## config.mk

```make
export PLATFORM = sky130hd
export DESIGN_NAME = dual_stack_shared_array_unit
export DESIGN_NICKNAME = d
export VERILOG_FILES = /design/src/hdl/dssa_pkg.sv /design/src/hdl/dssa_ram.sv /design/src/hdl/dssa_outbuf.sv /design/src/hdl/dual_stack_shared_array_unit.sv
export SDC_FILE = /design/constraint.sdc
export NUM_CORES = 2
export LEC_CHECK = 0
export ABC_CLOCK_PERIOD_IN_PS = 6400
export BUFFER_PORTS_ARGS = -buffer_cell sky130_fd_sc_hd__buf_2
export CAP_MARGIN = 5
export CORE_MARGIN = 8
export CORE_UTILIZATION = 45
export CTS_BUF_LIST = sky130_fd_sc_hd__clkbuf_8
export CTS_CLUSTER_DIAMETER = 50
export DETAILED_ROUTE_END_ITERATION = 8
export GPL_ROUTABILITY_DRIVEN = 0
export PLACE_DENSITY = 0.59
export SLEW_MARGIN = 40
export SYNTH_ARGS = -nofsm -noshare
export SYNTH_HDL_FRONTEND = slang
export SYNTH_SLANG_ARGS = --single-unit
export TNS_END_PERCENT = 5
```

## constraint.sdc

```tcl
create_clock -name clk -period 6.4 [get_ports clk]
set_input_delay 1.92 -clock clk [delete_from_list [all_inputs] [get_ports clk]]
set_output_delay 1.92 -clock clk [all_outputs]
set_load 0.02 [all_outputs]
```

## src/hdl/dssa_pkg.sv

```systemverilog
// Shared types and constants for the dual-stack shared-array unit.
// No dependencies; imported by dssa_outbuf and dual_stack_shared_array_unit.
package dssa_pkg;

  localparam int DEPTH_DEF   = 64;
  localparam int ENTRY_W_DEF = 64;
  localparam int VALUE_W     = 64;

  // request codes (in_tuser[1:0])
  localparam logic [1:0] REQ_PUSH = 2'd0;
  localparam logic [1:0] REQ_POP  = 2'd1;
  localparam logic [1:0] REQ_DUMP = 2'd2;

  // status codes (out_tuser[1:0])
  localparam logic [1:0] ST_OK        = 2'd0;
  localparam logic [1:0] ST_OVERFLOW  = 2'd1;
  localparam logic [1:0] ST_UNDERFLOW = 2'd2;
  localparam logic [1:0] ST_EMPTY     = 2'd3;

  typedef struct packed {
    logic [1:0]         status;
    logic [VALUE_W-1:0] value;
    logic               last;
  } res_t;

endpackage

```

## src/hdl/dssa_ram.sv

```systemverilog
// Entry store: one write port, one read port, registered read data.
// Depends on nothing; no reset on contents.
module dssa_ram #(
  parameter int DEPTH = 64,
  parameter int WIDTH = 64
) (
  input  logic                     clk,
  input  logic                     wr_en,
  input  logic [$clog2(DEPTH)-1:0] wr_addr,
  input  logic [WIDTH-1:0]         wr_data,
  input  logic                     rd_en,
  input  logic [$clog2(DEPTH)-1:0] rd_addr,
  output logic [WIDTH-1:0]         rd_data
);

  logic [WIDTH-1:0] mem [DEPTH];

  always_ff @(posedge clk) begin
    if (wr_en) begin
      mem[wr_addr] <= wr_data;
    end
  end

  always_ff @(posedge clk) begin
    if (rd_en) begin
      rd_data <= mem[rd_addr];
    end
  end

endmodule

```

## src/hdl/dssa_outbuf.sv

```systemverilog
// Output register with skid stage for the result channel.
// Depends on dssa_pkg (res_t).
module dssa_outbuf (
  input  logic           clk,
  input  logic           rst_n,
  input  logic           up_valid,
  output logic           up_ready,
  input  dssa_pkg::res_t up_data,
  output logic           dn_valid,
  input  logic           dn_ready,
  output dssa_pkg::res_t dn_data
);

  import dssa_pkg::*;

  logic out_valid_r, out_valid_nxt;
  logic skid_valid_r, skid_valid_nxt;
  res_t out_r, out_nxt;
  res_t skid_r, skid_nxt;
  logic up_xfer;

  assign up_ready = !skid_valid_r;
  assign up_xfer  = up_valid && up_ready;
  assign dn_valid = out_valid_r;
  assign dn_data  = out_r;

  always_comb begin
    out_valid_nxt  = out_valid_r;
    skid_valid_nxt = skid_valid_r;
    out_nxt        = out_r;
    skid_nxt       = skid_r;
    if (up_xfer) begin
      if (out_valid_r && !dn_ready) begin
        skid_nxt       = up_data;
        skid_valid_nxt = 1'b1;
      end else begin
        out_nxt       = up_data;
        out_valid_nxt = 1'b1;
      end
    end else if (dn_ready) begin
      if (skid_valid_r) begin
        out_nxt        = skid_r;
        skid_valid_nxt = 1'b0;
      end else begin
        out_valid_nxt = 1'b0;
      end
    end
  end

  always_ff @(posedge clk) begin
    if (!rst_n) begin
      out_valid_r  <= 1'b0;
      skid_valid_r <= 1'b0;
    end else begin
      out_valid_r  <= out_valid_nxt;
      skid_valid_r <= skid_valid_nxt;
    end
  end

  always_ff @(posedge clk) begin
    out_r  <= out_nxt;
    skid_r <= skid_nxt;
  end

`ifndef SYNTHESIS
  a_skid_behind_out: assert property (@(posedge clk) disable iff (!rst_n)
    skid_valid_r |-> out_valid_r)
    else $error("skid holds a result while output register is empty");

  a_skid_order: assert property (@(posedge clk) disable iff (!rst_n)
    (skid_valid_r && dn_ready) |=> (out_valid_r && out_r == $past(skid_r)))
    else $error("skid result not moved to output in order");

  a_out_hold: assert property (@(posedge clk) disable iff (!rst_n)
    (dn_valid && !dn_ready) |=> (dn_valid && $stable(dn_data)))
    else $error("stalled result changed before its transfer");
`endif

endmodule

```

## src/hdl/dual_stack_shared_array_unit.sv

```systemverilog
// Two stacks sharing one entry store: lower stack grows up from entry 0,
// upper stack grows down from entry DEPTH-1. Depends on dssa_pkg, dssa_ram
// and dssa_outbuf.
//
// One request is worked on at a time. A push, an overflow, an underflow, an
// empty readout or an unused code finishes in the cycle it is accepted. For a
// pop or a readout, the first read is issued in the cycle after acceptance;
// the store has a single read port with registered read data, and entries
// then stream out one per cycle while the output stage accepts them.
// The next request is accepted once the last result of the current one has
// entered the output stage; a result may still be waiting on out_tready then,
// and a second one is held in a skid register. push_value keeps its low
// ENTRY_WIDTH bits; entry_value is zero-extended to 64 bits.
module dual_stack_shared_array_unit #(
  parameter int DEPTH       = dssa_pkg::DEPTH_DEF,
  parameter int ENTRY_WIDTH = dssa_pkg::ENTRY_W_DEF
) (
  input  logic        clk,
  input  logic        rst_n,
  input  logic        in_tvalid,
  output logic        in_tready,
  input  logic [63:0] in_tdata,   // [63:0] push_value
  input  logic [2:0]  in_tuser,   // [1:0] req_type, [2] stack_sel
  output logic        out_tvalid,
  input  logic        out_tready,
  output logic [63:0] out_tdata,  // [63:0] entry_value
  output logic [1:0]  out_tuser,  // [1:0] status
  output logic        out_tlast   // last_item
);

  import dssa_pkg::*;

  localparam int AW = $clog2(DEPTH);
  localparam int CW = $clog2(DEPTH + 1);

  localparam logic S_IDLE = 1'b0;
  localparam logic S_READ = 1'b1;

  logic          state_r, state_nxt;
  logic [CW-1:0] lower_r, lower_nxt;
  logic [CW-1:0] upper_r, upper_nxt;
  logic [AW-1:0] addr_r, addr_nxt;
  logic [CW-1:0] left_r, left_nxt;
  logic          down_r, down_nxt;
  logic          rd_pend_r, rd_pend_nxt;
  logic          rd_last_r, rd_last_nxt;

  logic [1:0]    req;
  logic          sel;
  logic          in_xfer;
  logic [CW:0]   total;
  logic          full;
  logic [CW-1:0] cnt_sel;

  logic                   wr_en;
  logic [AW-1:0]          wr_addr;
  logic [ENTRY_WIDTH-1:0] rd_data;
  logic                   rd_issue;
  logic                   emit;

  logic res_valid, res_ready;
  res_t res, dn_res;
  res_t direct_res;
  logic direct_valid;

  assign req     = in_tuser[1:0];
  assign sel     = in_tuser[2];
  assign total   = {1'b0, lower_r} + {1'b0, upper_r};
  assign full    = total >= (CW+1)'(DEPTH);
  assign cnt_sel = sel ? upper_r : lower_r;

  assign in_tready = (state_r == S_IDLE) && res_ready;
  assign in_xfer   = in_tvalid && in_tready;

  assign emit     = rd_pend_r && res_ready;
  assign rd_issue = (state_r == S_READ) && (left_r != '0) && (!rd_pend_r || emit);

  always_comb begin
    state_nxt    = state_r;
    lower_nxt    = lower_r;
    upper_nxt    = upper_r;
    addr_nxt     = addr_r;
    left_nxt     = left_r;
    down_nxt     = down_r;
    rd_pend_nxt  = rd_pend_r;
    rd_last_nxt  = rd_last_r;
    wr_en        = 1'b0;
    wr_addr      = sel ? AW'(CW'(DEPTH - 1) - upper_r) : AW'(lower_r);
    direct_valid = 1'b0;
    direct_res   = '{status: ST_OK, value: '0, last: 1'b1};

    if (in_xfer) begin
      case (req)
        REQ_PUSH: begin
          direct_valid = 1'b1;
          if (full) begin
            direct_res.status = ST_OVERFLOW;
          end else begin
            wr_en = 1'b1;
            if (sel) begin
              upper_nxt = upper_r + 1'b1;
            end else begin
              lower_nxt = lower_r + 1'b1;
            end
          end
        end
        REQ_POP: begin
          if (cnt_sel == '0) begin
            direct_valid      = 1'b1;
            direct_res.status = ST_UNDERFLOW;
          end else begin
            state_nxt = S_READ;
            left_nxt  = CW'(1);
            if (sel) begin
              upper_nxt = upper_r - 1'b1;
              addr_nxt  = AW'(CW'(DEPTH) - upper_r);
            end else begin
              lower_nxt = lower_r - 1'b1;
              addr_nxt  = AW'(lower_r - 1'b1);
            end
          end
        end
        REQ_DUMP: begin
          if (cnt_sel == '0) begin
            direct_valid      = 1'b1;
            direct_res.status = ST_EMPTY;
          end else begin
            state_nxt = S_READ;
            left_nxt  = cnt_sel;
            down_nxt  = sel;
            addr_nxt  = sel ? AW'(DEPTH - 1) : '0;
          end
        end
        default: begin
          // unused request code: dropped, no result
        end
      endcase
    end

    // streaming reads: issue next address while the previous word drains
    if (rd_issue) begin
      addr_nxt    = down_r ? addr_r - 1'b1 : addr_r + 1'b1;
      left_nxt    = left_r - 1'b1;
      rd_last_nxt = (left_r == CW'(1));
      rd_pend_nxt = 1'b1;
    end else if (emit) begin
      rd_pend_nxt = 1'b0;
    end

    if (emit && rd_last_r) begin
      state_nxt = S_IDLE;
    end
  end

  assign res_valid = direct_valid || emit;
  always_comb begin
    if (emit) begin
      res = '{status: ST_OK, value: VALUE_W'(rd_data), last: rd_last_r};
    end else begin
      res = direct_res;
    end
  end

  always_ff @(posedge clk) begin
    if (!rst_n) begin
      state_r   <= S_IDLE;
      lower_r   <= '0;
      upper_r   <= '0;
      rd_pend_r <= 1'b0;
      left_r    <= '0;
    end else begin
      state_r   <= state_nxt;
      lower_r   <= lower_nxt;
      upper_r   <= upper_nxt;
      rd_pend_r <= rd_pend_nxt;
      left_r    <= left_nxt;
    end
  end

  always_ff @(posedge clk) begin
    addr_r    <= addr_nxt;
    down_r    <= down_nxt;
    rd_last_r <= rd_last_nxt;
  end

  dssa_ram #(
    .DEPTH (DEPTH),
    .WIDTH (ENTRY_WIDTH)
  ) u_ram (
    .clk     (clk),
    .wr_en   (wr_en),
    .wr_addr (wr_addr),
    .wr_data (in_tdata[ENTRY_WIDTH-1:0]),
    .rd_en   (rd_issue),
    .rd_addr (addr_r),
    .rd_data (rd_data)
  );

  dssa_outbuf u_outbuf (
    .clk      (clk),
    .rst_n    (rst_n),
    .up_valid (res_valid),
    .up_ready (res_ready),
    .up_data  (res),
    .dn_valid (out_tvalid),
    .dn_ready (out_tready),
    .dn_data  (dn_res)
  );

  assign out_tdata = dn_res.value;
  assign out_tuser = dn_res.status;
  assign out_tlast = dn_res.last;

`ifndef SYNTHESIS
  a_total_bound: assert property (@(posedge clk) disable iff (!rst_n)
    total <= (CW+1)'(DEPTH))
    else $error("stacks hold more entries than the store");

  a_pend_in_read: assert property (@(posedge clk) disable iff (!rst_n)
    rd_pend_r |-> (state_r == S_READ))
    else $error("read data pending outside readout");

  a_push_counts: assert property (@(posedge clk) disable iff (!rst_n)
    (in_xfer && req == REQ_PUSH && !full) |=> (total == $past(total) + 1'b1))
    else $error("accepted push did not grow the stacks by one");

  a_no_dual_result: assert property (@(posedge clk) disable iff (!rst_n)
    !(direct_valid && emit))
    else $error("direct result collides with streamed read result");
`endif

endmodule
```

Yosys cells after proc, flatten, opt, wreduce, memory -nomap -nowiden
Memories as Yosys holds them, arrays and structs flattened. A register that Yosys moved wholly into a read port is not among the register bits.
Index checks and enable logic that the tools add are counted.

word-level totals
  register bits after elaboration = 167
  RAM bits = 4,096
  input bits = 71
  output and inout bits = 69
  logic and storage cells = 130
  memories kept = 1

memories
  memory     words  width  rd ports  clocked after memory_dff  write ports  RTL line        text
  u_ram.mem  64     64     1         1                         1            dssa_ram.sv:16  logic [WIDTH-1:0] mem [DEPTH];

operators by class
  add/subtract/negate cells = 10
  magnitude comparators = 1
  equality and inequality tests = 14
  muxes and demuxes = 52
  bitwise operators = 3
  reduce and logical (&&, ||, !) cells = 33

operator list
  cell                                                               count
  2-to-1 mux 67 bit                                                  5
  2-to-1 mux 7 bit                                                   13
  2-to-1 mux 6 bit                                                   8
  case mux 7 bit (2 select lines)                                    3
  subtractor 7 x 1 -> 7 bit, second input constant                   3
  != test 2 bit, second input constant                               9
  2-to-1 mux 1 bit                                                   17
  adder 7 x 1 -> 7 bit, second input constant                        2
  case mux 6 bit (2 select lines)                                    1
  AND reduction 3 bit                                                4
  AND reduction 6 bit                                                2
  nonzero test 2 bit                                                 5
  adder 7 x 7 -> 8 bit                                               1
  greater-or-equal comparator 8 x 7 -> 1 bit, second input constant  1
  logical AND 1 bit                                                  8
  equality test 7 x 1 -> 1 bit, second input constant                1
  logical NOT 7 bit                                                  1
  nonzero test 7 bit                                                 1
  adder 6 x 1 -> 6 bit, second input constant                        1
  2-to-1 mux 2 bit                                                   3
  != test 3 bit, second input constant                               2
  case mux 2 bit (3 select lines)                                    1
  subtractor 1 x 6 -> 6 bit, first input constant                    1
  subtractor 6 x 1 -> 6 bit, second input constant                   1
  12 further kinds                                                   19

Depth between registers and ports, before layout
  depth in word-level cells = 9
  mapped depth = 12

Cells and area by module
Synthesis repeated with hierarchy kept, for this count alone.

unflattened totals
  cell total of the unflattened synthesis = 7,224
  area, all modules = 165,122.1 sq um

by module, submodules not included
  module                        times used  cells each  area each (sq um)  seq. area each (sq um)
  dssa_ram                      1           6,598       156,989.3          124,919.8
  dssa_outbuf                   1           222         4,992.3            4,063.9
  dual_stack_shared_array_unit  1           404         3,140.5            700.7

Least setup slack after synthesis
OpenSTA, ideal clock, no wires.

  path kind = input port to flip-flop
  from = input in_tuser[2]
  to = register u_outbuf.skid_r[0] (netlist bit), enable pin
  setup time = 480 ps
  data arrival time = 5,940 ps
  required time = 5,920 ps
  path slack = -20 ps
  stages on the path = 8
  buffers on the path = 3
  cells stage by stage = or4_1 > nand2_2 > a21oi_2 > o32a_1 > buf_2 > buf_6 > buf_6 > nor3b_2

between the ends
  word-level cells in the longest chain between the ends = 8

ends and longest elaborated chain
  element                          RTL line                                                                  text
  start, declared                  dual_stack_shared_array_unit.sv:23                                        input logic [2:0] in_tuser,
  2-to-1 mux 7 bit                 dual_stack_shared_array_unit.sv:70                                        assign cnt_sel = sel ? upper_r : lower_r;
  logical NOT 7 bit                dual_stack_shared_array_unit.sv:108, dual_stack_shared_array_unit.sv:124
  2-to-1 mux 1 bit                 dual_stack_shared_array_unit.sv:108, dual_stack_shared_array_unit.sv:124
  case mux 1 bit (2 select lines)  dual_stack_shared_array_unit.sv:93                                        case (req)
  2-to-1 mux 1 bit                 dual_stack_shared_array_unit.sv:92                                        if (in_xfer) begin
  logical OR 1 bit                 dual_stack_shared_array_unit.sv:155                                       assign res_valid = direct_valid || emit;
  logical AND 1 bit                dssa_outbuf.sv:23                                                         assign up_xfer = up_valid && up_ready;
  AND reduction 2 bit (no line)    n/a
  end signal, assigned             dssa_outbuf.sv:62                                                         skid_r <= skid_nxt;
  end, declared                    dssa_outbuf.sv:19                                                         res_t skid_r, skid_nxt;

No other way between the ends.
A chain may end at the register's enable or synchronous reset.

==> results.toml <==
[status]
status = "completed"

[sta]
drv_slew = 0
rsz0062_at_grt = "no"
finalCriticalPeriod_ps = 4570
finalSetupTns_ps = 0
setup_ws_ps = 1830
fin_hold_ws_ps = 478
worstMarginPinSlew_ps = 985
skew_ps = 86.8
hold_viol_final = 0
timing.final.crit_share_pct = 71.4
fmax_mhz = 219
relSlewSlack_pct = 34.4
setup_viol = 0

[setup_path]
crit_type = "reg2reg"
worstSetupStartpointType = "flip-flop"
critPathMaxFanout = 62
end_kind = "flip-flop"
crit_required_ps = 7260
crit_arrival_ps = 5430
worst-r2r-cell-count = 7
reg2reg_from = "addr_r[3]"
r2r_slack_ps = 1830
r2r-end = "u_ram.rd_data[46]"

[global_route]
grt_start_max_net_pins = 102
first_global_vias = 81979
met1_usage_pct = 34.0
use_met3_pct = 6.57
gr-max-usage-layer = "met2"
grt_pass1_wl_mm = 644
use_met2_pct = 36.9
globalRouteTotalUtil_pct = 23.8
gr-total-overflow = 0
antenna_found_initial = 64

[synth]
synth_nets = 7342
yosysWarnings = 0
synth-edff-count = 4302
netlist_area_sq_um = 164000
synthSimpleGateAreaFrac_pct = 1.45
netlist_instances = 7243
synth_top_family_by_area = "multiplexers"
synth_compound_area_share_pct = 3.45
synth_flop_cell = "edfxtp_1"
yosys.area_share.xor_xnor_pct = 0.0962
ys_seq_area_share_pct = 79.1
async_reset_ff_share_pct = 0
ys_ff_latch = 4327
syn_avg_cell_area_sq_um = 22.6
synth.distinct_cells = 64
synthAdderAreaFrac_pct = 0.227
muxShareOfSynthArea_pct = 14.6

[detailed_routing]
vias_per_cell = 6.18
drt_iter0_drc = 11566
drc = 0
final_antenna_net_count = 0
vias = 82558
dr.pass1.iters = 6
wl_per_cell_um = 34.8
routed_wl_mm = 465

[clock_network]
clk_pin_slew_ps = 60
postCtsSetupBuffers = 0
cts_buffers = 687
clk_latency_ps = 1230
tritoncts = "yes"
cts_hold_buffers = 0
clock_path_buffers = 4
htreeDepth = 6
cts_root_buf = "clkbuf_8"
ctsResizeCount = 0
cts_num_sinks = 4327

[finish]
fin_cells = 13362
area_growth_pct = 13.7
nNetsFinal = 8103
drive_gt1_share_pct = 28.5

[power_and_ir_drop]
fin_total_pwr_mw = 55.3
peakVddDrop_v = 0.000214
power.leakage_nw = 59.6
power_density_nw_per_um2 = 297

[hold_path]
hold_start = "rd_last_r"
hold_class = "reg2reg"
hold_path_end = "state_r"
hold_path_depth = 1

[floorplanning]
io_pins = 140
die_h_um = 620
dieWidth_um = 620
fp-row-count = 221
initial_core_util_pct = 45.2
design.core.area_sq_um = 363000
dieArea_sq_um = 384000

[placement]
hpwl_mm = 273
port_buffers = 139
preCtsSetupSlack_ps = 1620
dpl.cell_count = 12098

[flow_run]
maxCapViolations = 0
Yosys cell counts (4+ instances only):
master	n	area, sq um
edfxtp_1	4302	129000
mux4_2	1016	22900
clkbuf_1	248	931
nand2_1	202	758
a21oi_1	150	751
nor2_1	137	514
a221oi_1	116	1020
buf_1	110	413
mux2i_1	105	1050
o21ai_0	92	460
o221ai_1	91	797
and2_1	76	475
o22ai_1	75	469
a21o_1	71	533
a31oi_1	67	419
a22o_1	54	473
buf_2	42	210
dfxtp_1	25	500
ha_1	25	313
o211a_1	23	230
inv_1	20	75.1
and3_1	17	106
nand3_1	17	85.1
a22oi_1	16	120
nand2b_1	15	93.8
xnor2_1	11	96.3
a211oi_1	10	75.1
nor3_1	10	50.1
a311oi_1	7	61.3
nor2b_1	7	43.8
o211ai_1	7	52.6
or3_1	7	43.8
xor2_1	7	61.3
or2_2	6	37.5
a31o_2	4	35.0
mux2_2	4	45.0
report_power, final:
group / leakage, nW / switching (mW) / internal [mW]
clock: 7.00 / 10.8 / 10.2
combinational: 13.5 / 2.10 / 0.945
sequential: 39.1 / 0.0370 / 31.3
total: 59.6 / 12.9 / 42.4
sequential cells by signal, summed over array words and instances, names as in the netlist, 6 cells and up:
| name | flops |
|---|---|
| addr_r | 6 |
| left_r | 7 |
| u_ram.mem | 4096 |
| u_outbuf.dn_data | 67 |
| upper_r | 7 |
| lower_r | 7 |
| u_outbuf.skid_r | 67 |
| u_ram.rd_data | 64 |
cells in the final DEF (no fill, tap or decap), drive strengths merged, types with 75 or more instances in the layout:
cell	count
clkinv	225
clkbuf	698
mux2i	105
a221oi	116
nand2	203
buf	474
o221ai	91
and2	77
mux4	1016
o21ai	93
a21oi	151
edfxtp	4302
nor2	137
inv	300
o22ai	75
critical path: stages (launching register included):
cell,delay (ps)
edfxtp_1,380
buf_12,340
and2_4,610
buf_4,600
buf_4,620
a22o_1,280
a221oi_1,80
a221oi_1,830
routing by layer:
metal	share of wire [%]	vias up
met5	0.034	-
met4	2.2	18
met3	11	662
met2	46	4673
met1	40	44550
li1	-	32655
cell type report:
cell class | instances | area [sq um]
clock inverters | 523 | 2380
clock buffers | 696 | 9580
repair buffers | 476 | 5150
inverters | 23 | 96.3
diodes | 34 | 85.1
multi-input cells | 2489 | 33300
flip-flops and latches | 4327 | 130000
well taps | 4794 | 6000
fillers | 28322 | 176000
how the worst max path moves through the flow:
stage | slack [ps] | to | from
after floorplan | 260 | u_ram.mem[45][0] | in_tuser[2]
after global placement | 1410 | u_outbuf.skid_r[36] | in_tuser[2]
after detailed placement | 1620 | u_ram.mem[20][52] | in_tuser[2]
after CTS | 2010 | u_ram.rd_data[46] | addr_r[2]
after global routing | 1930 | u_ram.rd_data[46] | addr_r[2]
final | 1830 | u_ram.rd_data[46] | addr_r[3]
cells by family after synthesis:
kind of cell | after synthesis
AO/OA/AOI/OAI | 802
XOR/XNOR | 18
adder cells (fa/ha/maj) | 28
buffers and inverters | 427
flip-flops | 4327
multiplexers | 1126
AND/OR/NAND/NOR | 515
metrics by stage:
stage / util (%) / cell area [sq um]
floorplan: - / 164000
global placement: 47.9 / 173000
detailed placement: 48.0 / 174000
CTS: 51.3 / 186000
global route: 51.4 / 186000
finish: 51.4 / 186000
Power figures use the tool's default switching activity.
